<file path="config.mk">
export PLATFORM = sky130hd
export DESIGN_NAME = http_response_header_parser
export DESIGN_NICKNAME = d
export VERILOG_FILES = /design/src/sv/hrhp_pkg.sv /design/src/sv/hrhp_parser.sv /design/src/sv/http_response_header_parser.sv
export SDC_FILE = /design/constraint.sdc
export NUM_CORES = 1
export LEC_CHECK = 0
export CAP_MARGIN = 10
export CORE_AREA = 2 2 168 211
export CTS_CLUSTER_DIAMETER = 40
export DETAILED_ROUTE_END_ITERATION = 16
export DIE_AREA = 0 0 170 213
export DONT_BUFFER_PORTS = 1
export HOLD_SLACK_MARGIN = 0.03
export PLACE_DENSITY = 0.56
export RECOVER_POWER = 100
export SLEW_MARGIN = 15
export SYNTH_ARGS = -nofsm -noshare
export SYNTH_HDL_FRONTEND = slang
export SYNTH_SLANG_ARGS = --single-unit
</file>
<file path="constraint.sdc">
create_clock -name clk -period 4.9 [get_ports clk]
set_input_delay 0.98 -clock clk [delete_from_list [all_inputs] [get_ports clk]]
set_output_delay 0.98 -clock clk [all_outputs]
set_load 0.01 [all_outputs]
</file>
<file path="src/sv/hrhp_pkg.sv">
// Shared types, constants and character tables for the HTTP response header parser.
package hrhp_pkg;

  localparam int LINE_CHARS_DEF = 31;

  localparam logic [15:0] TIMEOUT_RESET = 16'd1000;

  localparam int STATUS_PREFIX_LEN = 7;
  localparam int STATUS_NUM_POS    = 9;
  localparam int LENGTH_PREFIX_LEN = 16;
  localparam int LENGTH_NUM_POS    = 16;

  localparam logic [7:0] CH_LF    = 8'h0A;
  localparam logic [7:0] CH_CR    = 8'h0D;
  localparam logic [7:0] CH_MINUS = 8'h2D;
  localparam logic [7:0] CH_ZERO  = 8'h30;

  localparam logic [9:0]  STATUS_MAX = 10'd999;
  localparam logic [31:0] MAG_CAP    = 32'h8000_0000;
  localparam logic [31:0] LENGTH_MAX = 32'h7FFF_FFFF;
  localparam logic [31:0] LENGTH_NONE = 32'hFFFF_FFFF;

  typedef enum logic [1:0] {
    PH_BLANKS = 2'd0,
    PH_DIGITS = 2'd1,
    PH_DONE   = 2'd2
  } phase_t;

  typedef struct packed {
    logic [9:0]         status_code;
    logic signed [31:0] content_length;
    logic               timed_out;
  } result_t;

  // Characters of "HTTP/1." by position.
  function automatic logic [7:0] status_prefix_char(input logic [2:0] idx);
    logic [7:0] ch;
    case (idx)
      3'd0:    ch = "H";
      3'd1:    ch = "T";
      3'd2:    ch = "T";
      3'd3:    ch = "P";
      3'd4:    ch = "/";
      3'd5:    ch = "1";
      3'd6:    ch = ".";
      default: ch = 8'h00;
    endcase
    return ch;
  endfunction

  // Characters of "Content-Length: " by position.
  function automatic logic [7:0] length_prefix_char(input logic [3:0] idx);
    logic [7:0] ch;
    case (idx)
      4'd0:    ch = "C";
      4'd1:    ch = "o";
      4'd2:    ch = "n";
      4'd3:    ch = "t";
      4'd4:    ch = "e";
      4'd5:    ch = "n";
      4'd6:    ch = "t";
      4'd7:    ch = "-";
      4'd8:    ch = "L";
      4'd9:    ch = "e";
      4'd10:   ch = "n";
      4'd11:   ch = "g";
      4'd12:   ch = "t";
      4'd13:   ch = "h";
      4'd14:   ch = ":";
      default: ch = " ";
    endcase
    return ch;
  endfunction

endpackage

</file>
<file path="src/sv/hrhp_parser.sv">
// Per-transaction parse state: line matching, number accumulation and the timeout countdown.
module hrhp_parser import hrhp_pkg::*; #(
  parameter int LINE_CHARS = LINE_CHARS_DEF
) (
  input  logic        clk,
  input  logic        rst,
  input  logic        accept,
  input  logic        kind,
  input  logic [7:0]  data_byte,
  input  logic        cfg_write,
  input  logic [15:0] cfg_data,
  output logic        produce,
  output result_t     result
);

  localparam int LEN_W = $clog2(LINE_CHARS + 1);

  logic [15:0]      timeout_ticks;
  logic [LEN_W-1:0] line_length, line_length_next;
  logic             status_match, status_match_next;
  logic             length_match, length_match_next;
  phase_t           number_phase, number_phase_next;
  logic             number_negative, number_negative_next;
  logic [31:0]      number_value, number_value_next;
  logic [9:0]       status_value, status_value_next;
  logic [31:0]      length_value, length_value_next;
  logic [15:0]      countdown, countdown_next;
  logic             swallow_next, swallow_next_next;

  logic             is_digit, is_blank, is_sign;
  logic [35:0]      acc;
  logic [31:0]      acc_sat;
  logic             sp_keep, lp_keep, num_active;
  logic [LEN_W-1:0] num_start;
  logic [9:0]       status_end;
  logic [31:0]      length_end;
  logic [15:0]      cd_dec;
  logic             start_hdr, clear_ln;

  always_comb begin
    is_digit = data_byte inside {["0":"9"]};
    is_blank = data_byte inside {8'h20, 8'h09, 8'h0B, 8'h0C};
    is_sign  = data_byte inside {"+", "-"};
  end

  // Times ten as two shifts, plus the digit, capped at the magnitude limit.
  assign acc = {1'b0, number_value, 3'b000} + {3'b000, number_value, 1'b0}
             + {32'd0, data_byte[3:0] - CH_ZERO[3:0]};
  assign acc_sat = (acc > {4'd0, MAG_CAP}) ? MAG_CAP : acc[31:0];

  assign sp_keep = status_match &&
                   !(line_length < LEN_W'(STATUS_PREFIX_LEN) &&
                     data_byte != status_prefix_char(line_length[2:0]));
  assign lp_keep = length_match &&
                   !(line_length < LEN_W'(LENGTH_PREFIX_LEN) &&
                     data_byte != length_prefix_char(line_length[3:0]));
  assign num_start  = sp_keep ? LEN_W'(STATUS_NUM_POS) : LEN_W'(LENGTH_NUM_POS);
  assign num_active = (sp_keep || lp_keep) && (line_length >= num_start);

  assign status_end = number_negative ? 10'd0 :
                      (number_value > {22'd0, STATUS_MAX}) ? STATUS_MAX : number_value[9:0];
  assign length_end = number_negative ? ((number_value == 32'd0) ? 32'd0 : LENGTH_NONE) :
                      (number_value > LENGTH_MAX) ? LENGTH_MAX : number_value;

  assign cd_dec = (countdown != 16'd0) ? countdown - 16'd1 : 16'd0;

  always_comb begin
    line_length_next     = line_length;
    status_match_next    = status_match;
    length_match_next    = length_match;
    number_phase_next    = number_phase;
    number_negative_next = number_negative;
    number_value_next    = number_value;
    status_value_next    = status_value;
    length_value_next    = length_value;
    countdown_next       = countdown;
    swallow_next_next    = swallow_next;
    start_hdr            = 1'b0;
    clear_ln             = 1'b0;
    produce              = 1'b0;
    result.status_code    = status_value;
    result.content_length = length_value;
    result.timed_out      = 1'b0;

    if (accept) begin
      if (kind) begin
        if (cd_dec == 16'd0) begin
          produce               = 1'b1;
          result.status_code    = 10'd0;
          result.content_length = LENGTH_NONE;
          result.timed_out      = 1'b1;
          swallow_next_next     = 1'b0;
          start_hdr             = 1'b1;
        end else begin
          countdown_next = cd_dec;
        end
      end else if (swallow_next) begin
        swallow_next_next = 1'b0;
      end else if (data_byte == CH_LF) begin
        // Line feeds carry no information here.
      end else if (data_byte == CH_CR) begin
        if (line_length == '0) begin
          // Blank line closes the header; the byte after it is dropped.
          produce           = 1'b1;
          start_hdr         = 1'b1;
          swallow_next_next = 1'b1;
        end else begin
          if (status_match && line_length >= LEN_W'(STATUS_PREFIX_LEN)) begin
            status_value_next = status_end;
          end else if (length_match && line_length >= LEN_W'(LENGTH_PREFIX_LEN)) begin
            length_value_next = length_end;
          end
          clear_ln = 1'b1;
        end
      end else if (line_length < LEN_W'(LINE_CHARS)) begin
        status_match_next = sp_keep;
        length_match_next = lp_keep;
        line_length_next  = line_length + LEN_W'(1);
        if (num_active) begin
          case (number_phase)
            PH_BLANKS: begin
              if (is_blank) begin
                number_phase_next = PH_BLANKS;
              end else if (is_sign) begin
                number_negative_next = (data_byte == CH_MINUS);
                number_phase_next    = PH_DIGITS;
              end else if (is_digit) begin
                number_phase_next = PH_DIGITS;
                number_value_next = acc_sat;
              end else begin
                number_phase_next = PH_DONE;
              end
            end
            PH_DIGITS: begin
              if (is_digit) begin
                number_value_next = acc_sat;
              end else begin
                number_phase_next = PH_DONE;
              end
            end
            PH_DONE: begin
              number_phase_next = PH_DONE;
            end
            default: begin
              number_phase_next = PH_DONE;
            end
          endcase
        end
      end
    end

    if (start_hdr || clear_ln) begin
      line_length_next     = '0;
      status_match_next    = 1'b1;
      length_match_next    = 1'b1;
      number_phase_next    = PH_BLANKS;
      number_negative_next = 1'b0;
      number_value_next    = 32'd0;
    end
    if (start_hdr) begin
      status_value_next = 10'd0;
      length_value_next = LENGTH_NONE;
      countdown_next    = timeout_ticks;
    end
  end

  always_ff @(posedge clk) begin
    if (rst) begin
      timeout_ticks   <= TIMEOUT_RESET;
      line_length     <= '0;
      status_match    <= 1'b1;
      length_match    <= 1'b1;
      number_phase    <= PH_BLANKS;
      number_negative <= 1'b0;
      number_value    <= 32'd0;
      status_value    <= 10'd0;
      length_value    <= LENGTH_NONE;
      countdown       <= TIMEOUT_RESET;
      swallow_next    <= 1'b0;
    end else begin
      if (cfg_write) begin
        timeout_ticks <= cfg_data;
      end
      line_length     <= line_length_next;
      status_match    <= status_match_next;
      length_match    <= length_match_next;
      number_phase    <= number_phase_next;
      number_negative <= number_negative_next;
      number_value    <= number_value_next;
      status_value    <= status_value_next;
      length_value    <= length_value_next;
      countdown       <= countdown_next;
      swallow_next    <= swallow_next_next;
    end
  end

endmodule

</file>
<file path="src/sv/http_response_header_parser.sv">
// Top level of the HTTP response header parser with output register and skid stage.
//
//   channel  | handshake               | payload
//   ---------+-------------------------+-----------------------------------------
//   input    | in_valid / in_ready     | kind, data_byte
//   output   | out_valid / out_ready   | status_code, content_length, timed_out
//   config   | cfg_write (no wait)     | cfg_data (timeout_ticks)
//
// Each input transaction is consumed at its accepting edge: the parse state updates
// at that edge and any result is registered on that same edge, in the output
// register or, while that one still waits, in the skid register.
// Throughput is one transaction per cycle while in_ready is high. A skid register
// behind the output register lets the input keep moving while a result waits;
// in_ready drops only when both hold results. Reset is synchronous and active
// high; it restores the timeout to 1000 ticks and starts a fresh header with
// empty output buffers.
module http_response_header_parser import hrhp_pkg::*; #(
  parameter int LINE_CHARS = LINE_CHARS_DEF
) (
  input  logic               clk,
  input  logic               rst,
  input  logic               in_valid,
  output logic               in_ready,
  input  logic               kind,
  input  logic [7:0]         data_byte,
  output logic               out_valid,
  input  logic               out_ready,
  output logic [9:0]         status_code,
  output logic signed [31:0] content_length,
  output logic               timed_out,
  input  logic               cfg_write,
  input  logic [15:0]        cfg_data
);

  logic    accept;
  logic    produce;
  result_t new_result;
  result_t out_reg;
  result_t skid_reg;
  logic    skid_valid;

  // The skid register is empty whenever new input may come in, so a result
  // always has somewhere to go.
  assign in_ready = !skid_valid;
  assign accept   = in_valid && in_ready;

  hrhp_parser #(
    .LINE_CHARS(LINE_CHARS)
  ) u_parser (
    .clk       (clk),
    .rst       (rst),
    .accept    (accept),
    .kind      (kind),
    .data_byte (data_byte),
    .cfg_write (cfg_write),
    .cfg_data  (cfg_data),
    .produce   (produce),
    .result    (new_result)
  );

  // Output register with one skid entry behind it.
  always_ff @(posedge clk) begin
    if (rst) begin
      out_valid  <= 1'b0;
      skid_valid <= 1'b0;
    end else begin
      if (!out_valid) begin
        out_valid <= produce;
      end else if (out_ready) begin
        if (skid_valid) begin
          skid_valid <= 1'b0;
        end else begin
          out_valid <= produce;
        end
      end else if (produce) begin
        skid_valid <= 1'b1;
      end
    end
  end

  always_ff @(posedge clk) begin
    if (!out_valid || (out_ready && !skid_valid)) begin
      out_reg <= new_result;
    end else if (out_ready && skid_valid) begin
      out_reg <= skid_reg;
    end
    if (out_valid && !out_ready && produce) begin
      skid_reg <= new_result;
    end
  end

  assign status_code    = out_reg.status_code;
  assign content_length = out_reg.content_length;
  assign timed_out      = out_reg.timed_out;

endmodule

</file>
==> summary.txt, run 1 <==
Reg clk slew, reported paths -> 0.06 ns
Largest net degree at the start of global routing -> 45
Multi-input gate area -> 6270 µm²
Synth top area cells -> edfxtp_1 22%, dfxtp_1 21%, ha_1 8.1%
Fraction of the mapped netlist area in simple logic gates -> 19.7%
Antenna violations before repair -> 0
LEAKAGE -> 4.97 nW
Clock buffer depth -> 3
Initial cell density of the core -> 34.6%
Status -> complete, but fails checks
Core area -> 34,200 µm²
DR vias -> 8,925
DR iter-0 viols -> 582
Unrepaired setup endpoints after global routing -> false
Mux share of post-synthesis cell area -> 5.62%
Max IR drop VDD -> 209 µV
Maxcap violations -> 1
Fin crit period -> 4.39 ns
Register area share after synthesis -> 43.1%
Hold WC Path Type -> reg -> reg
Vias in the first global route -> 8,663
Violated checks -> max-capacitance violations, max-slew violations
Final setup vio count -> 0
Ys Warns -> 0
Critical Path RT -> 5.31 ns
Pre-Repair DR Iteration Count -> 5
Htree depth -> 1
Clock Latency Late Sink -> 0.53 ns
Syn Inst Count -> 1,242
Area delta synth->final -> 9.39%
DR vias/cell -> 5.39
Max reg flops -> 43
Max FO, Critical Path -> 14
Die width -> 170 µm
Setup bufs post-CTS -> 0
Tcrit/Tclk final -> 89.6%
Final core utilization -> 37.8%
Worst slew pin tran -> 2.27 ns
Mapped Avg Cell Area -> 9.53 µm²
P per Cell Area -> 305 nW/µm²
Synth Area in Compound Gates -> 15.6%
DIE AREA -> 36,200 µm²
Post-synth ARST share -> 0%
Final net count -> 1,318
Site Rows -> 76
Post-Place Setup Slack -> 0.568 ns
First-pass GRT wire length -> 45.8 mm
Register area -> 5100 µm²
Main combinational cell family by area after synthesis -> simple AND/OR/NAND/NOR gates
Io pins -> 75
Diode count -> 0
Layout cells sized above 1 -> 9.36%
Count of final hold-check violations -> 0
CP endpoint kind -> flop
Antenna-violating nets left -> 0
GPL Wtd Cong -> 0.892
Crit Path Class -> reg -> reg
Fin Setup TNS -> 0 ns
Crit path arrival time -> 4.80 ns
Unique masters post-synth -> 71
Seq cells post-synth -> 212
Final wirelength -> 27.8 mm
IO buf count -> 0
Post-CTS Resized -> 0
Die H -> 213 µm
Sink Count -> 212
Clock tree root buffer cell -> clkbuf_16
Non-Filler Instances -> 1,657
Post-DP HPWL -> 20.1 mm
Cell taking the most area after synthesis -> edfxtp_1
Upper clock frequency limit -> 228 MHz
Adder-cell share of the synthesized area -> 8.48%
CTS tree -> built
Top_reg_cell synth -> dfxtp_1
Num CTS Buffers -> 25
Mapped Nets -> 1,351
DRC errors left -> 0
Post-Syn Area -> 11,800 µm²
Number of synthesized flops with an enable pin -> 86
Final Max Slew Viols -> 45
Crit start category -> flop
Gr ovfl total -> 0
CTS hold repair buffers -> 0
Top cell type's share of synthesized area -> 21.8%
Fillers -> 3,389
Setup Skew -> 0.0178 ns
Hold Worst Slack -> 0.465 ns
Slew margin rel. -> -51.4%
Setup ws final -> 0.508 ns
Xor/xnor share of the synthesized area -> 3.61%
Routed len/inst -> 16.8 µm
Placed cells -> 1,611
Total GRT Usage -> 15.5%
metrics by stage:
| stage | area, µm² | power, mW |
|---|---|---|
| 2_1_floorplan | 11800 | 2.13 |
| 3_3_place_gp | 12200 | 2.18 |
| 3_5_place_dp | 12200 | 2.18 |
| 4_1_cts | 13000 | 3.99 |
| 5_1_grt | 12900 | 4.09 |
| 6_report | 12900 | 3.95 |
placed cells by master (no fill, tap or decap), types with 12 or more instances in the layout:
cell,netlist,routed
a211oi_1,17,17
a21o_1,12,12
a21oi_1,72,72
a32o_1,13,13
clkbuf_16,0,25
dfxtp_1,126,126
edfxtp_1,86,86
ha_1,77,77
inv_1,29,29
mux2_2,44,39
mux2i_1,17,17
nand2_1,115,114
nand2b_1,41,41
nand3_1,34,34
nand4_1,19,19
nor2_1,80,78
nor2b_1,41,40
nor3_1,37,37
nor4_1,16,16
o21ai_0,63,62
o22ai_1,31,31
xnor2_1,21,21
xor2_1,26,26
layer usage:
| metal | track usage, % | routed length, µm |
|---|---|---|
| met4 | 4.54 | 604 |
| met2 | 27.0 | 13400 |
| met5 | 0 | 0 |
| met1 | 20.0 | 12700 |
| met3 | 2.11 | 1070 |
cell type report:
type                            instances  area share [%]
Timing Repair Buffer                   17           0.860
Tap cell                              429            4.15
Clock inverter                         17            1.28
Multi-Input combinational cell        924            48.4
Clock buffer                           29            5.02
Sequential cell                       212            39.4
Inverter                               29           0.841
worst max-delay path, cell delays in order, from the launching register on:
cell       delay [ns]
dfxtp_1          0.48
inv_1            0.14
ha_1             0.29
o31ai_1          0.27
xnor2_1          0.09
or3_1            0.34
nor3_1           0.25
nand2_1          0.08
nand3_1          0.10
nand2_1          0.08
inv_1            0.09
ha_1             0.23
or4b_2           0.61
a21o_1           0.20
a21oi_1          0.12
or2_2            0.16
nor4_2           0.07
o2111ai_2        0.22
nor2b_4          0.16
a32o_1           0.28
power breakdown:
part           switching (mW)  internal [mW]
combinational           0.141          0.105
sequential             0.0363           1.86
clock                   0.772           1.03
cell families (layout without fill, tap and decap cells):
kind of cell,after synthesis,count (layout)
multiplexers,61,61
XOR/XNOR,48,48
flip-flops,212,212
AND/OR/NAND/NOR,451,451
buffers and inverters,106,92
AO/OA/AOI/OAI,285,285
adder cells (fa/ha/maj),79,79
synthesized netlist by cell type (34+ instances only):
cell and n:
nor2b_1 41, dfxtp_1 126, o21ai_0 63, ha_1 77
nor2_1 80, nand2b_1 41, mux2_2 44, a21oi_1 72
clkbuf_1 54, nor3_1 37, edfxtp_1 86, nand2_1 115
nand3_1 34
path summary, 6_finish.rpt:
check,slack [ns],endpoint,startpoint,cells after the start
worst max register to register,0.51,u_parser.number_value[26]$_SDFFE_PP0P_,u_parser.line_length[0]$_SDFFE_PP0P_,19
worst max-delay path,0.51,u_parser.number_value[26]$_SDFFE_PP0P_,u_parser.line_length[0]$_SDFFE_PP0P_,19
worst min register to register,0.47,u_parser.length_match$_SDFFE_PP1P_,u_parser.length_match$_SDFFE_PP1P_,2
worst min-delay path,0.47,u_parser.length_match$_SDFFE_PP1P_,u_parser.length_match$_SDFFE_PP1P_,2
No activity file was read; power rests on OpenSTA's default activity.
==> inputs of run 2 (changes only) <==
- CTS_CLUSTER_DIAMETER: 40 -> 150
- clock period: 4.9 -> 4.45 ns (I/O delays scaled with it)
==> run 2 against run 1 <==
  * The flow still finishes with violations (max-capacitance violations, max-slew violations)
  * Total power grew 5.4%
  * Sequential cell count is the same
  * First-iteration DRC count shrank 3.8%
  * Via count grew 0.65%
  * Sequential power grew 10%
  * Final cell count shrank 0.12%
  * Utilization shrank 0.066 points
  * Clock skew shrank 0.0031 ns
  * Design area shrank 0.17%
  * Non-clock buffer count grew 4
  * Worst setup slack lost 0.14 ns
  * Critical path type unchanged
  * Largest cell class unchanged
==> summary.txt, run 2 (synthesized netlist as in run 1, its figures left out) <==
Status -> complete, but fails checks
Violated checks -> max-capacitance violations, max-slew violations
First-pass GRT wire length -> 46.3 mm
Crit start category -> flop
Slew margin rel. -> -54.5%
Worst slew pin tran -> 2.32 ns
Upper clock frequency limit -> 245 MHz
Die H -> 213 µm
DR vias/cell -> 5.43
Fin crit period -> 4.08 ns
Commonest non-fill, non-tap cell in the layout -> dfxtp_1
Hold depth -> 1
Unrepaired setup endpoints after global routing -> false
Core area -> 34,200 µm²
Most frequent cells in the layout -> 123 x dfxtp_1, 114 x nand2_1, 86 x edfxtp_1
Num CTS Buffers -> 22
Max IR drop VDD -> 270 µV
Crit Path Class -> reg -> reg
Pre-Repair DR Iteration Count -> 5
Htree depth -> 1
LEAKAGE -> 4.94 nW
Antenna-violating nets left -> 0
Clock tree root buffer cell -> clkbuf_16
Reg clk slew, reported paths -> 0.07 ns
Total GRT Usage -> 15.6%
Io pins -> 75
CTS hold repair buffers -> 0
Tcrit/Tclk final -> 91.7%
Area delta synth->final -> 9.20%
DRC errors left -> 0
Final net count -> 1,319
Die width -> 170 µm
Clock Latency Late Sink -> 0.52 ns
Max FO, Critical Path -> 14
Routed len/inst -> 16.8 µm
GPL Wtd Cong -> 0.888
Sink Count -> 212
Count of final hold-check violations -> 0
Reg2Reg Depth -> 19
Final wirelength -> 27.7 mm
Critical Path RT -> 4.86 ns
Final core utilization -> 37.8%
Post-DP HPWL -> 20.2 mm
Final setup vio count -> 0
Layout cells sized above 1 -> 9.54%
Site Rows -> 76
Final Max Slew Viols -> 45
Maxcap violations -> 1
Largest net degree at the start of global routing -> 45
CTS tree -> built
DIE AREA -> 36,200 µm²
DR vias -> 8,983
Initial cell density of the core -> 34.6%
Fillers -> 3,370
Diode count -> 0
Hold WC Path Type -> in -> reg
Fin Setup TNS -> 0 ns
Gr ovfl total -> 0
CP endpoint kind -> flop
Max reg flops -> 43
Setup bufs post-CTS -> 0
DR iter-0 viols -> 560
Vias in the first global route -> 8,827
Final Cell Area -> 12,900 µm²
Crit path arrival time -> 4.49 ns
Antenna violations before repair -> 0
IO buf count -> 0
Multi-input gate area -> 6300 µm²
Placed inst area -> 12,200 µm²
Clock buffer depth -> 3
Setup Skew -> 0.0147 ns
Register area -> 5110 µm²
P per Cell Area -> 322 nW/µm²
run 2: worst paths after layout:
check	startpoint	endpoint	slack (ns)
max	u_parser.line_length[1]$_SDFFE_PP0P_	u_parser.number_value[17]$_SDFFE_PP0P_	0.37
min	rst	u_parser.timeout_ticks[0]$_SDFFE_PP0P_	0.43
max reg2reg	u_parser.line_length[1]$_SDFFE_PP0P_	u_parser.number_value[17]$_SDFFE_PP0P_	0.37
min reg2reg	u_parser.length_match$_SDFFE_PP1P_	u_parser.length_match$_SDFFE_PP1P_	0.46
run 2: final cells by class:
type | instances | area share [%]
flip-flops and latches | 212 | 39.5
repair buffers | 21 | 1.33
multi-input cells | 924 | 48.8
well taps | 429 | 4.15
clock inverters | 16 | 0.920
clock buffers | 24 | 4.48
inverters | 29 | 0.842
run 2: metal layers:
layer  vias up  part of all wire (%)  GRT usage [%]
li1       4490                     -              -
met1      4224                    46           20.3
met2       207                    48           26.3
met3        62                   3.8           2.11
met4         0                   3.1           6.01
met5         -                     0              0
run 2: timing repair:
action | 4_1_cts | 5_1_grt
hold endpoints to repair | 0 | 0
resized for setup | 0 | 5
endpoints found under the setup margin | 0 | 32
run 2: per-stage QoR:
step	instances	worst slack, ns	hold WS, ns	power, mW
6_report	1655	0.368	0.434	4.16
3_5_place_dp	1615	0.206	0.447	2.41
5_1_grt	1655	0.00971	0.428	4.32
2_1_floorplan	1242	0.110	0.427	2.35
4_1_cts	1655	0.184	0.411	4.21
3_3_place_gp	1615	0.335	0.449	2.40
run 2: power breakdown:
part	leakage [nW]	switching (mW)	internal [mW]	total, mW
logic	2.81	0.160	0.121	0.281
registers	1.79	0.0397	2.05	2.09
clock network	0.338	0.784	1.01	1.79
run 2: critical path: stages (launching register included):
cell and delay (ns):
dfxtp_2 0.42, inv_1 0.09, ha_1 0.24, o31ai_2 0.28, xnor2_1 0.08, or3_1 0.36
nor3_2 0.20, nand2_1 0.07, nand3_1 0.09, nand2_1 0.08, inv_1 0.10, ha_1 0.23
or4b_2 0.60, a21o_1 0.19, a21oi_1 0.12, or2_2 0.18, nor4_4 0.07, o2111ai_4 0.11
nor2b_2 0.17, a32o_1 0.28
